$ cat config.mk
export PLATFORM = sky130hd
export DESIGN_NAME = camera_downscale_to_grayscale
export DESIGN_NICKNAME = d
export VERILOG_FILES = /design/src/hdl/cdg_pkg.sv /design/src/hdl/cdg_scaler.sv /design/src/hdl/cdg_luma.sv /design/src/hdl/camera_downscale_to_grayscale.sv
export VERILOG_INCLUDE_DIRS = /design/src /design/src/hdl
export SDC_FILE = /design/constraint.sdc
export NUM_CORES = 1
export LEC_CHECK = 0
export BUFFER_PORTS_ARGS = -buffer_cell sky130_fd_sc_hd__buf_2
export CORE_MARGIN = 4
export CORE_UTILIZATION = 55
export DETAILED_ROUTE_END_ITERATION = 10
export PLACE_DENSITY = 0.74
export SETUP_SLACK_MARGIN = 0.02
export SYNTH_ARGS = -nofsm -noshare
export SYNTH_HDL_FRONTEND = slang
export SYNTH_SLANG_ARGS = --single-unit
$ cat constraint.sdc
create_clock -name clk -period 9.5 [get_ports clk]
set_clock_uncertainty 0.2 [all_clocks]
set_input_delay 1.425 -clock clk [delete_from_list [all_inputs] [get_ports clk]]
set_output_delay 1.425 -clock clk [all_outputs]
set_load 0.01 [all_outputs]
$ cat src/hdl/camera_downscale_to_grayscale_defines.svh
// Assertion macros shared by the downscaler RTL.
// Relies on each asserting module having clk and rst_n in scope.
`ifndef CAMERA_DOWNSCALE_TO_GRAYSCALE_DEFINES_SVH
`define CAMERA_DOWNSCALE_TO_GRAYSCALE_DEFINES_SVH

// Same-cycle implication, sampled on clk, off while reset is asserted.
`define CDG_ASSERT_NOW(lbl, ante, cons, msg) \
  lbl: assert property (@(posedge clk) disable iff (!rst_n) (ante) |-> (cons)) else $error(msg);

// Next-cycle implication, sampled on clk, off while reset is asserted.
`define CDG_ASSERT_NEXT(lbl, ante, cons, msg) \
  lbl: assert property (@(posedge clk) disable iff (!rst_n) (ante) |=> (cons)) else $error(msg);

`endif

$ cat src/hdl/cdg_pkg.sv
// Shared constants and types for the grayscale downscaler.
// No dependencies; imported by every module of the block.
`default_nettype none

package cdg_pkg;

  // Capture frame geometry
  localparam int unsigned CAP_W = 320;
  localparam int unsigned CAP_H = 240;

  // Register and field widths
  localparam int unsigned OW_W  = 9;
  localparam int unsigned OH_W  = 8;
  localparam int unsigned PIX_W = 16;
  localparam int unsigned GRAY_W = 8;
  localparam int unsigned CFG_AW = 1;
  localparam int unsigned CFG_DW = 9;

  // Counter widths
  localparam int unsigned COL_W  = $clog2(CAP_W);
  localparam int unsigned ROW_W  = $clog2(CAP_H + 1);
  localparam int unsigned CACC_W = 19;
  localparam int unsigned RACC_W = 18;

  // Register reset values
  localparam logic [OW_W-1:0] OUT_WIDTH_RST  = OW_W'(96);
  localparam logic [OH_W-1:0] OUT_HEIGHT_RST = OH_W'(96);

  // Register indexes
  typedef enum logic [CFG_AW-1:0] {
    REG_OUT_WIDTH  = 1'b0,
    REG_OUT_HEIGHT = 1'b1
  } cfg_reg_t;

  // Q16 luma weights, summing to 65536
  localparam logic [15:0] WEIGHT_R = 16'd19595;
  localparam logic [15:0] WEIGHT_G = 16'd38470;
  localparam logic [15:0] WEIGHT_B = 16'd7471;

  // Per-request decision of the position tracker
  typedef struct packed {
    logic emit;
    logic last;
  } hit_t;

endpackage

`default_nettype wire

$ cat src/hdl/cdg_scaler.sv
// Source/output position tracker: nearest-neighbour selection of source pixels.
// Depends on cdg_pkg and camera_downscale_to_grayscale_defines.svh.
`default_nettype none
`include "camera_downscale_to_grayscale_defines.svh"

module cdg_scaler
  import cdg_pkg::*;
(
  input  wire logic            clk,
  input  wire logic            rst_n,
  input  wire logic            accept,
  input  wire logic            frame_start,
  input  wire logic [OW_W-1:0] out_width,
  input  wire logic [OH_W-1:0] out_height,
  output hit_t                 hit
);

  logic [COL_W-1:0]  src_col_r, src_col_nxt;
  logic [ROW_W-1:0]  src_row_r, src_row_nxt;
  logic [OW_W-1:0]   out_col_r, out_col_nxt;
  logic [OH_W-1:0]   out_row_r, out_row_nxt;
  logic [CACC_W-1:0] cacc_r, cacc_nxt;
  logic [RACC_W-1:0] racc_r, racc_nxt;

  // State as seen by this request: frame_start restarts everything
  logic [COL_W-1:0]  sc;
  logic [ROW_W-1:0]  sr;
  logic [OW_W-1:0]   oc;
  logic [OH_W-1:0]   orow;
  logic [CACC_W-1:0] ca;
  logic [RACC_W-1:0] ra;

  logic [OW_W-1:0]   w;
  logic [OH_W-1:0]   h;
  logic [CACC_W:0]   col_lo, col_hi;
  logic [RACC_W:0]   row_lo, row_hi;
  logic              active, sizes_ok, row_hit, col_hit, emit;

  assign sc   = frame_start ? '0 : src_col_r;
  assign sr   = frame_start ? '0 : src_row_r;
  assign oc   = frame_start ? '0 : out_col_r;
  assign orow = frame_start ? '0 : out_row_r;
  assign ca   = frame_start ? '0 : cacc_r;
  assign ra   = frame_start ? '0 : racc_r;

  // Clamp upscaling requests to the capture size
  assign w = (out_width  > OW_W'(CAP_W)) ? OW_W'(CAP_W) : out_width;
  assign h = (out_height > OH_W'(CAP_H)) ? OH_W'(CAP_H) : out_height;

  // sc == floor(ca / w)  <=>  sc*w <= ca < sc*w + w
  assign col_lo = (CACC_W+1)'(sc) * (CACC_W+1)'(w);
  assign col_hi = col_lo + (CACC_W+1)'(w);
  assign row_lo = (RACC_W+1)'(sr) * (RACC_W+1)'(h);
  assign row_hi = row_lo + (RACC_W+1)'(h);

  assign active   = (sr < ROW_W'(CAP_H));
  assign sizes_ok = (w != '0) && (h != '0) && (orow < h);
  assign row_hit  = sizes_ok && ((RACC_W+1)'(ra) >= row_lo) && ((RACC_W+1)'(ra) < row_hi);
  assign col_hit  = (oc < w) && ((CACC_W+1)'(ca) >= col_lo) && ((CACC_W+1)'(ca) < col_hi);
  assign emit     = active && row_hit && col_hit;

  assign hit.emit = emit;
  assign hit.last = (orow == h - OH_W'(1)) && (oc == w - OW_W'(1));

  always_comb begin
    src_col_nxt = sc;
    src_row_nxt = sr;
    out_col_nxt = oc;
    out_row_nxt = orow;
    cacc_nxt    = ca;
    racc_nxt    = ra;
    if (active) begin
      if (emit) begin
        out_col_nxt = oc + OW_W'(1);
        cacc_nxt    = ca + CACC_W'(CAP_W);
      end
      if (sc == COL_W'(CAP_W - 1)) begin
        src_col_nxt = '0;
        src_row_nxt = sr + ROW_W'(1);
        out_col_nxt = '0;
        cacc_nxt    = '0;
        if (row_hit) begin
          out_row_nxt = orow + OH_W'(1);
          racc_nxt    = ra + RACC_W'(CAP_H);
        end
      end else begin
        src_col_nxt = sc + COL_W'(1);
      end
    end
  end

  always_ff @(posedge clk) begin
    if (!rst_n) begin
      src_col_r <= '0;
      src_row_r <= '0;
      out_col_r <= '0;
      out_row_r <= '0;
      cacc_r    <= '0;
      racc_r    <= '0;
    end else if (accept) begin
      src_col_r <= src_col_nxt;
      src_row_r <= src_row_nxt;
      out_col_r <= out_col_nxt;
      out_row_r <= out_row_nxt;
      cacc_r    <= cacc_nxt;
      racc_r    <= racc_nxt;
    end
  end

  `CDG_ASSERT_NOW(a_cacc_tracks_col, 1'b1, cacc_r == CACC_W'(out_col_r) * CACC_W'(CAP_W), "column accumulator out of step with output column")
  `CDG_ASSERT_NOW(a_racc_tracks_row, 1'b1, racc_r == RACC_W'(out_row_r) * RACC_W'(CAP_H), "row accumulator out of step with output row")
  `CDG_ASSERT_NOW(a_src_bounds, 1'b1, (src_col_r < COL_W'(CAP_W)) && (src_row_r <= ROW_W'(CAP_H)), "source position outside the capture frame")

endmodule

`default_nettype wire

$ cat src/hdl/cdg_luma.sv
// Luma stage: RGB565 to signed byte (luma - 128) into the result register.
// Depends on cdg_pkg.
`default_nettype none

module cdg_luma
  import cdg_pkg::*;
(
  input  wire logic               clk,
  input  wire logic               rst_n,
  input  wire logic               in_valid,
  output logic                    in_ready,
  input  wire logic [PIX_W-1:0]   in_pixel,
  input  wire logic               in_last,
  output logic                    out_tvalid,
  input  wire logic               out_tready,
  output logic [GRAY_W-1:0]       out_tdata,
  output logic                    out_tlast
);

  logic              out_vld_r;
  logic [GRAY_W-1:0] gray_r;
  logic              last_r;

  logic [7:0]  r8, g8, b8;
  logic [23:0] sum;
  logic [7:0]  gray_nxt;
  logic        round_up;

  // Widen the colour fields to 8 bits
  assign r8 = {in_pixel[15:11], 3'b000};
  assign g8 = {in_pixel[10:5], 2'b00};
  assign b8 = {in_pixel[4:0], 3'b000};

  assign sum = 24'(WEIGHT_R) * 24'(r8) + 24'(WEIGHT_G) * 24'(g8) + 24'(WEIGHT_B) * 24'(b8);

  // Truncate (sum - 2^23) / 2^16 toward zero: below the midpoint round the
  // integer part up, then drop the bias by flipping the top bit.
  assign round_up = !sum[23] && (sum[15:0] != 16'd0);
  assign gray_nxt = (sum[23:16] + 8'(round_up)) ^ 8'h80;

  assign in_ready = !out_vld_r || out_tready;

  always_ff @(posedge clk) begin
    if (!rst_n) begin
      out_vld_r <= 1'b0;
    end else if (in_ready) begin
      out_vld_r <= in_valid;
    end
    if (in_valid && in_ready) begin
      gray_r <= gray_nxt;
      last_r <= in_last;
    end
  end

  assign out_tvalid = out_vld_r;
  assign out_tdata  = gray_r;
  assign out_tlast  = last_r;

endmodule

`default_nettype wire

$ cat src/hdl/camera_downscale_to_grayscale.sv
// A selected pixel passes the pixel register, then the result register, to out_*.
// Throughput: one request per cycle; in_tready falls only when both the pixel
// register and the result register hold data and the result is not taken.
// The position tracker updates once per request and never holds the input.
// Reset: synchronous, active low; counters clear, size registers return to 96 x 96.
// Top level of the RGB565 to grayscale downscaler; depends on cdg_pkg, cdg_scaler,
// cdg_luma and camera_downscale_to_grayscale_defines.svh.
`default_nettype none
`include "camera_downscale_to_grayscale_defines.svh"

module camera_downscale_to_grayscale
  import cdg_pkg::*;
(
  input  wire logic              clk,
  input  wire logic              rst_n,
  // Camera pixel stream
  input  wire logic              in_tvalid,
  output logic                   in_tready,
  input  wire logic [PIX_W-1:0]  in_tdata,   // [15:0] pixel (RGB565)
  input  wire logic              in_tuser,   // [0] frame_start
  // Grayscale result stream
  output logic                   out_tvalid,
  input  wire logic              out_tready,
  output logic [GRAY_W-1:0]      out_tdata,  // [7:0] gray (signed)
  output logic                   out_tlast,  // frame_last
  // Size registers
  input  wire logic              cfg_we,
  input  wire logic [CFG_AW-1:0] cfg_addr,
  input  wire logic [CFG_DW-1:0] cfg_wdata
);

  logic [OW_W-1:0]  out_width_r;
  logic [OH_W-1:0]  out_height_r;

  logic             s1_vld_r, s1_vld_nxt;
  logic [PIX_W-1:0] s1_pixel_r;
  logic             s1_last_r;

  logic             in_acc;
  logic             luma_ready;
  hit_t             hit;

  // Size registers: write only while the block is idle; the block does not enforce this.
  always_ff @(posedge clk) begin
    if (!rst_n) begin
      out_width_r  <= OUT_WIDTH_RST;
      out_height_r <= OUT_HEIGHT_RST;
    end else if (cfg_we) begin
      unique case (cfg_reg_t'(cfg_addr))
        REG_OUT_WIDTH:  out_width_r  <= cfg_wdata[OW_W-1:0];
        REG_OUT_HEIGHT: out_height_r <= cfg_wdata[OH_W-1:0];
        default: ;
      endcase
    end
  end

  // Take a request whenever the pixel register is free or draining this cycle
  assign in_tready = !s1_vld_r || luma_ready;
  assign in_acc    = in_tvalid && in_tready;

  // Decide per request whether this source pixel is sampled
  cdg_scaler u_scaler (
    .clk         (clk),
    .rst_n       (rst_n),
    .accept      (in_acc),
    .frame_start (in_tuser),
    .out_width   (out_width_r),
    .out_height  (out_height_r),
    .hit         (hit)
  );

  // Pixel register: hold a sampled pixel until the luma stage takes it;
  // drop requests that are not sampled
  assign s1_vld_nxt = (in_acc && hit.emit) || (s1_vld_r && !luma_ready);

  always_ff @(posedge clk) begin
    if (!rst_n) begin
      s1_vld_r <= 1'b0;
    end else begin
      s1_vld_r <= s1_vld_nxt;
    end
    if (in_acc && hit.emit) begin
      s1_pixel_r <= in_tdata;
      s1_last_r  <= hit.last;
    end
  end

  // Convert and hold the result until the sink takes it
  cdg_luma u_luma (
    .clk        (clk),
    .rst_n      (rst_n),
    .in_valid   (s1_vld_r),
    .in_ready   (luma_ready),
    .in_pixel   (s1_pixel_r),
    .in_last    (s1_last_r),
    .out_tvalid (out_tvalid),
    .out_tready (out_tready),
    .out_tdata  (out_tdata),
    .out_tlast  (out_tlast)
  );

  `CDG_ASSERT_NOW(a_stall_only_when_full, !in_tready, s1_vld_r && out_tvalid && !out_tready, "input stalled while the pipeline has room")
  `CDG_ASSERT_NEXT(a_sample_lands, in_acc && hit.emit, s1_vld_r, "sampled pixel lost before the pixel register")
  `CDG_ASSERT_NEXT(a_s1_holds, s1_vld_r && !luma_ready, s1_vld_r && $stable(s1_pixel_r) && $stable(s1_last_r), "pixel register changed while stalled")

endmodule

`default_nettype wire

# Yosys cells after proc, flatten, opt, wreduce, memory -nomap -nowiden
# Index checks and enable logic that the tools add are counted.
[totals]
output_inout_bits = 11
ff_bits = 116
[op_classes]
eq_ne = 3
order_cmp = 9
mux = 24
reduce_logical = 26
multipliers = 5
n_addsub = 13
bitwise_logic = 2
[op_table]
columns = ["operator", "count"]
rows = [
  ["$mux 19", 4],
  ["$mux 18", 4],
  ["$mux 9", 8],
  ["$mux 8", 8],
  ["$add 23x24->24", 1],
  ["$add 24x21->24", 1],
  ["$mul 15x6->21 const A", 1],
  ["$lt 19x20->1", 1],
  ["$mul 15x5->20 const A", 1],
  ["$add 18x9->19", 1],
  ["$add 19x9->19 const B", 1],
  ["$ge 19x18->1", 1],
  ["$lt 18x19->1", 1],
  ["$add 18x8->18 const B", 1],
  ["$add 9x1->9 const B", 2],
  ["$ge 18x16->1", 1],
  ["$mul 13x5->18 const A", 1],
  ["$mul 9x9->18", 1],
  ["$add 16x8->17", 1],
  ["$add 8x1->8 const B", 2],
  ["$mul 8x8->16", 1],
  ["$reduce_bool 16->1", 1],
  ["$logic_and 1x1->1", 14],
  ["$eq 9x9->1", 1],
  ["other kinds (16)", 23],
]

# Logic depth before layout (Yosys ltp)
[depth]
word_depth = 12
mapped_depth = 41

# By module
# A second synthesis with hierarchy kept.
[unflattened]
hier_cells = 2261
hier_area_um2 = 18669.2
[by_module_without_submodules]
columns = ["module", "cells_per_inst", "area_each_um2", "n_inst", "seq_area_each_um2"]
rows = [
  ["cdg_scaler", 1552, 12039.0, 1, 1421.4],
  ["cdg_luma", 616, 5367.6, 1, 290.3],
  ["camera_downscale_to_grayscale", 93, 1262.5, 1, 870.8],
]

# Least setup slack after synthesis
# No wires, ideal clock.
[synth_path]
kind = "input to register"
startpoint = "input port in_tuser"
endpoint = "register s1_last_r, enable pin"
path_stages = 34
setup_slack_ns = -0.543
arrival_time_ns = 9.452
setup_ns = 0.390
t_required_ns = 8.910
cell_sequence = "clkbuf_1 > clkbuf_1 > buf_1 > buf_1 > clkbuf_1 > nor2b_1 > nand2_1 > fa_1 > inv_1 > fa_1 > fa_1 > inv_1 > fa_1 > inv_1 > ha_1 > o21ai_0 > nor2_1 > nand2_1 > o21ai_0 > a21oi_1 > o21ai_0 > xor2_1 > inv_1 > nor3_1 > xnor2_1 > ha_1 > a22oi_1 > nand4_1 > or3_1 > a2111o_1 > nor3_2 > nand3_1 > or3_1 > nor2_1"
[synth_via]
elab_chain_len = 8
elab_cells_between_ends = 25
classes_between = "add/sub: 2; mul: 2; order compare: 7; mux: 6; reduce/logical: 8"
[synth_rtl]
columns = ["element", "line_no", "source"]
rows = [
  ["from (decl)", "camera_downscale_to_grayscale.sv:20", "input wire logic in_tuser,"],
  ["$mux 8 (on tied branches)", "cdg_scaler.sv:40, cdg_scaler.sv:42", ""],
  ["$mul 8x8->16 / $lt 8x8->1 (equally long branches)", "cdg_scaler.sv:53, cdg_scaler.sv:57", ""],
  ["$add 16x8->17 (tied with other cells)", "cdg_scaler.sv:54", "assign row_hi = row_lo + (RACC_W+1)'(h);"],
  ["$lt 18x19->1 / $logic_and 1x1->1 (equally long branches)", "cdg_scaler.sv:58", "assign row_hit = sizes_ok && ((RACC_W+1)'(ra) >= row_lo) && ((RACC_W+1)'(ra) < row_hi);"],
  ["$logic_and 1x1->1", "cdg_scaler.sv:58", ""],
  ["$logic_and 1x1->1", "cdg_scaler.sv:60", "assign emit = active && row_hit && col_hit;"],
  ["$logic_and 1x1->1 (*)", "cdg_scaler.sv:60", ""],
  ["$logic_and 1x1->1 (*)", "camera_downscale_to_grayscale.sv:82", "if (in_acc && hit.emit) begin"],
  ["to (signal assigned)", "camera_downscale_to_grayscale.sv:84", "s1_last_r <= hit.last;"],
  ["to (decl)", "camera_downscale_to_grayscale.sv:37", "logic s1_last_r;"],
]
# Every way passes the cells marked *; elsewhere a longest branch is shown, timed or not.
# A chain may end at the register's enable or synchronous reset.

# Worst setup path after layout
[layout_path]
startpoint = "register out_width_r[2]"
endpoint = "register u_scaler.cacc_r[14]"
[layout_via]
elab_chain_len = 12
elab_cells_between_ends = 19
classes_between = "add/sub: 1; mul: 1; order compare: 4; mux: 4; reduce/logical: 9"
[layout_rtl]
columns = ["element", "line_no", "source"]
rows = [
  ["from (decl)", "camera_downscale_to_grayscale.sv:32", "logic [OW_W-1:0] out_width_r;"],
  ["from (signal assigned)", "camera_downscale_to_grayscale.sv:50", "REG_OUT_WIDTH: out_width_r <= cfg_wdata[OW_W-1:0];"],
  ["$gt 9x9->1", "cdg_scaler.sv:47", "assign w = (out_width > OW_W'(CAP_W)) ? OW_W'(CAP_W) : out_width;"],
  ["$mux 9 (*)", "cdg_scaler.sv:47", ""],
  ["parallel branches: the longest is 6 deep, another holds $lt 19x20->1", "-", ""],
  ["$logic_and 1x1->1 (*)", "cdg_scaler.sv:60", ""],
  ["$mux 19 (*)", "cdg_scaler.sv:73", "if (emit) begin"],
  ["$mux 19 (*)", "cdg_scaler.sv:77", "if (sc == COL_W'(CAP_W - 1)) begin"],
  ["$mux 19 (*)", "cdg_scaler.sv:72", "if (active) begin"],
  ["to (signal assigned)", "cdg_scaler.sv:105", "cacc_r <= cacc_nxt;"],
  ["to (decl)", "cdg_scaler.sv:22", "logic [CACC_W-1:0] cacc_r, cacc_nxt;"],
]
# Every way passes the cells marked *.

==> metrics.md <==
| Metric | Value |
|---|---|
| Status | finished, final reports clean |
| Nets | 2,758 |
| Hold endpoint | u_luma.out_tlast$_DFFE_PP_ |
| Met3 Wirelength | 3260 µm |
| PD cells | 338 nW/µm² |
| Clock share of power | 0.105 |
| Synth Flop Type | dfxtp_1 |
| Largest net degree at the start of global routing | 52 |
| Synthesized cell area | 18,000 µm² |
| Pre-Repair DR Iteration Count | 5 |
| R2R Path Start | out_width_r[2]$_SDFFE_PN0P_ |
| DR WL/cell | 17.3 µm |
| Postcts setup bufs | 0 |
| Syn_nets | 2,723 |
| Critical Path Source Type | flip-flop |
| Multi-input gate area | 14,200 µm² |
| CTS tree | done |
| VDD IR max | 0.656 mV |
| Top cells by area, synth | ha_1 22%, fa_1 14%, dfxtp_1 10% |
| Setup ws final | 0.561 ns |
| Asr flop ratio synth | 0 |
| Sequential cell area | 2580 µm² |
| CP Data Arrival Time | 9.05 ns |
| First-pass GRT wire length | 78,900 µm |
| Total gr overflow | 0 |
| Routed vias | 15,800 |
| CTS clk-pin slew, worst paths | 0.06 ns |
| LEAKAGE | 9.52 nW |
| Final hold violation count | 0 |
| Ant diodes | 0 |
| Min cycle time layout | 8.94 ns |
| Antenna-violating nets left | 0 |
| Largest fanout on the critical path | 15 |
| Slew @ Worst Pin | 0.793 ns |
| Number of flops mapped to enable cells by yosys | 26 |
| Initial antenna violation count | 0 |
| Hold path depth | 0 |
| Most frequent cells in the layout | 321 x ha_1, 267 x inv_1, 252 x nand2_1 |
| Commonest non-fill, non-tap cell in the layout | ha_1 |
| Critical path class | reg -> reg |
| Hold Crit Class | reg -> reg |
| Initial drt markers | 1,306 |
| Share of cells above drive strength 1 | 0.0647 |
| Gpl congestion | 0.964 |
| Synth warn | 0 |
| Dpl cells | 2,699 |
| Max Cap Viol | 0 |
| CTS Buf Count | 17 |
| PortBufs | 42 |
| Seq/Total Area, Yosys | 0.143 |
| H-tree depth | 4 |
| Pint | 3.32 mW |
| Avg Cell Area, Syn | 8.04 µm² |
| Clock Tree Root | clkbuf_16 |
| Num rows | 66 |
| Met1 Wirelength | 21,500 µm |
| Worst-Skew Late Latency | 0.45 ns |
| Rel. slew slack | 0.458 |
| Vias in the first global route | 15,700 |
| R2R Path End | u_scaler.cacc_r[14]$_SDFFE_PN0P_ |
| CP peak stage delay | 0.61 ns |
| Max Freq | 0.112 GHz |
| R2R cell count | 33 |
| Fin crit share | 0.941 |
| I/O pin count | 43 |
| Dominant cell type by area after synthesis | ha_1 |
| Synthesized instance count | 2,241 |
| HPWL after detailed placement | 38,300 µm |
| CP endpoint kind | flip-flop |
| Die height | 189 µm |
| Hold slack | 0.220 ns |
| Fillcell total | 2,879 |
| RSZ-0062 raised after global routing | no |
| # DRC | 0 |
| Die width | 189 µm |
| Sw frac | 0.494 |
| Area grow syn2layout | 7.98% |
| Reg2reg setup slack | 0.56 ns |
| Max Used Layer | met4 |
| TNS Setup | 0 ns |
| Cell variety after synth | 76 |
| Num Clock Sinks | 116 |
| Synth top area share | 0.223 |
| Switching pwr | 3.25 mW |
| Initial Util | 0.555 |
| Post-Place Setup Slack | 0.0296 ns |
| Post-route insts no fill | 2,731 |
| Vias per cell | 5.80 |
| DRT Wirelength | 47,300 µm |
| DR WL met2 | 21,400 µm |
| GRT Total Usage | 0.269 |
| CTS max path bufs | 2 |
| Hold_buf cts | 0 |
| Combinational share of power | 0.780 |
| #FFs+latches synth | 116 |
| Critical Path Slowest Stage Cell | fa_1 |
| Area of the core | 32,500 µm² |
| Die area | 35,700 µm² |
| Final setup violation count | 0 |
| Final slew viol count | 0 |
| Hold_sp | s1_last_r$_DFFE_PP_ |
| Critical Path RT | 9.61 ns |
| Seq pwr share | 0.115 |
| Post-CTS sizing | 0 |
==> critical path: cells and delay by family (launching register included) <==
kind / cells / cell delay (ns)
AND/OR/NAND/NOR: 8 / 1.99
XOR/XNOR: 1 / 0.20
buffers and inverters: 4 / 0.43
AO/OA/AOI/OAI: 14 / 3.09
flip-flops: 1 / 0.37
adder cells (fa/ha/maj): 6 / 2.50
==> state kept, by name (all words and copies together) (netlist names), 8 cells and up <==
signal and count:
u_scaler.cacc_r 19, u_scaler.racc_r 18, s1_pixel_r 16, out_width_r 9
u_scaler.out_col_r 9, u_scaler.src_col_r 9, out_height_r 8, u_luma.out_tdata 8
u_scaler.out_row_r 8, u_scaler.src_row_r 8
==> worst max-delay path by stage <==
stage	startpoint	endpoint	slack [ns]	cells after the start
floorplan	in_tuser	u_scaler.racc_r[11]$_SDFFE_PN0P_	0.09	36
global placement	in_tuser	u_scaler.racc_r[11]$_SDFFE_PN0P_	0.21	30
detailed placement	in_tuser	u_scaler.racc_r[11]$_SDFFE_PN0P_	0.03	30
CTS	out_width_r[2]$_SDFFE_PN0P_	u_scaler.cacc_r[14]$_SDFFE_PN0P_	0.31	32
global route	out_width_r[2]$_SDFFE_PN0P_	u_scaler.cacc_r[14]$_SDFFE_PN0P_	0.03	35
finish	out_width_r[2]$_SDFFE_PN0P_	u_scaler.cacc_r[14]$_SDFFE_PN0P_	0.56	33
==> cell usage after synthesis (4+ instances only) <==
master,number
mux2i_1,6
a31o_2,5
xor2_1,44
fa_1,129
o21ai_0,84
a21oi_1,113
and2_1,25
nor3_1,38
o211a_1,4
clkbuf_1,48
o21bai_1,11
inv_1,267
o22ai_1,4
or4_1,4
a32oi_1,7
clkinv_1,4
a21o_1,47
dfxtp_1,90
nor4_1,9
nand2_1,253
ha_1,321
or2_2,8
o211ai_1,13
nor2_1,236
o21a_1,15
xnor2_1,97
a22oi_1,8
and3_1,26
nor2b_1,78
a31oi_1,4
nand4_1,26
buf_1,8
edfxtp_1,26
nand3_1,58
o31a_1,5
a211oi_1,12
or3_1,11
nand2b_1,19
a41oi_1,10
o31ai_1,8
==> kinds of logic after synthesis <==
family / count (synthesis) / share of synthesized area
xor+xnor: 141 / 0.0685
mux: 6 / 0.00333
fa+ha+maj: 450 / 0.366
simple gates: 811 / 0.211
flops: 116 / 0.143
compound gates: 379 / 0.135
buf+inv: 338 / 0.0723
==> layer usage <==
metal,up-vias,track usage
met3,80,0.0419
met5,-,0
met4,0,0.0729
met2,548,0.438
met1,7576,0.374
li1,7634,-
==> final cells by class <==
class,instances,share of cell area
multi-input cells,1787,0.728
flip-flops and latches,116,0.133
inverters,274,0.0531
well taps,442,0.0284
repair buffers,80,0.0255
clock buffers,19,0.0233
clock inverters,13,0.00862
==> metrics by stage <==
step / cell area [µm²] / power, mW / util
after floorplan: 18000 / 4.81 / -
after global placement: 18800 / 5.66 / 0.579
after detailed placement: 18800 / 5.82 / 0.579
after CTS: 19400 / 6.54 / 0.599
after global routing: 19500 / 7.30 / 0.599
final: 19500 / 6.57 / 0.599
==> power by group through the flow <==
stage               logic (mW)  clock network [mW]  registers (mW)
floorplan                 4.06                   0           0.755
CTS                       5.09               0.697           0.755
detailed placement        5.05                   0           0.765
finish                    5.12               0.692           0.755
global route              5.82               0.722           0.761
global placement          4.89                   0           0.763
(Power assumes the default switching activity.)
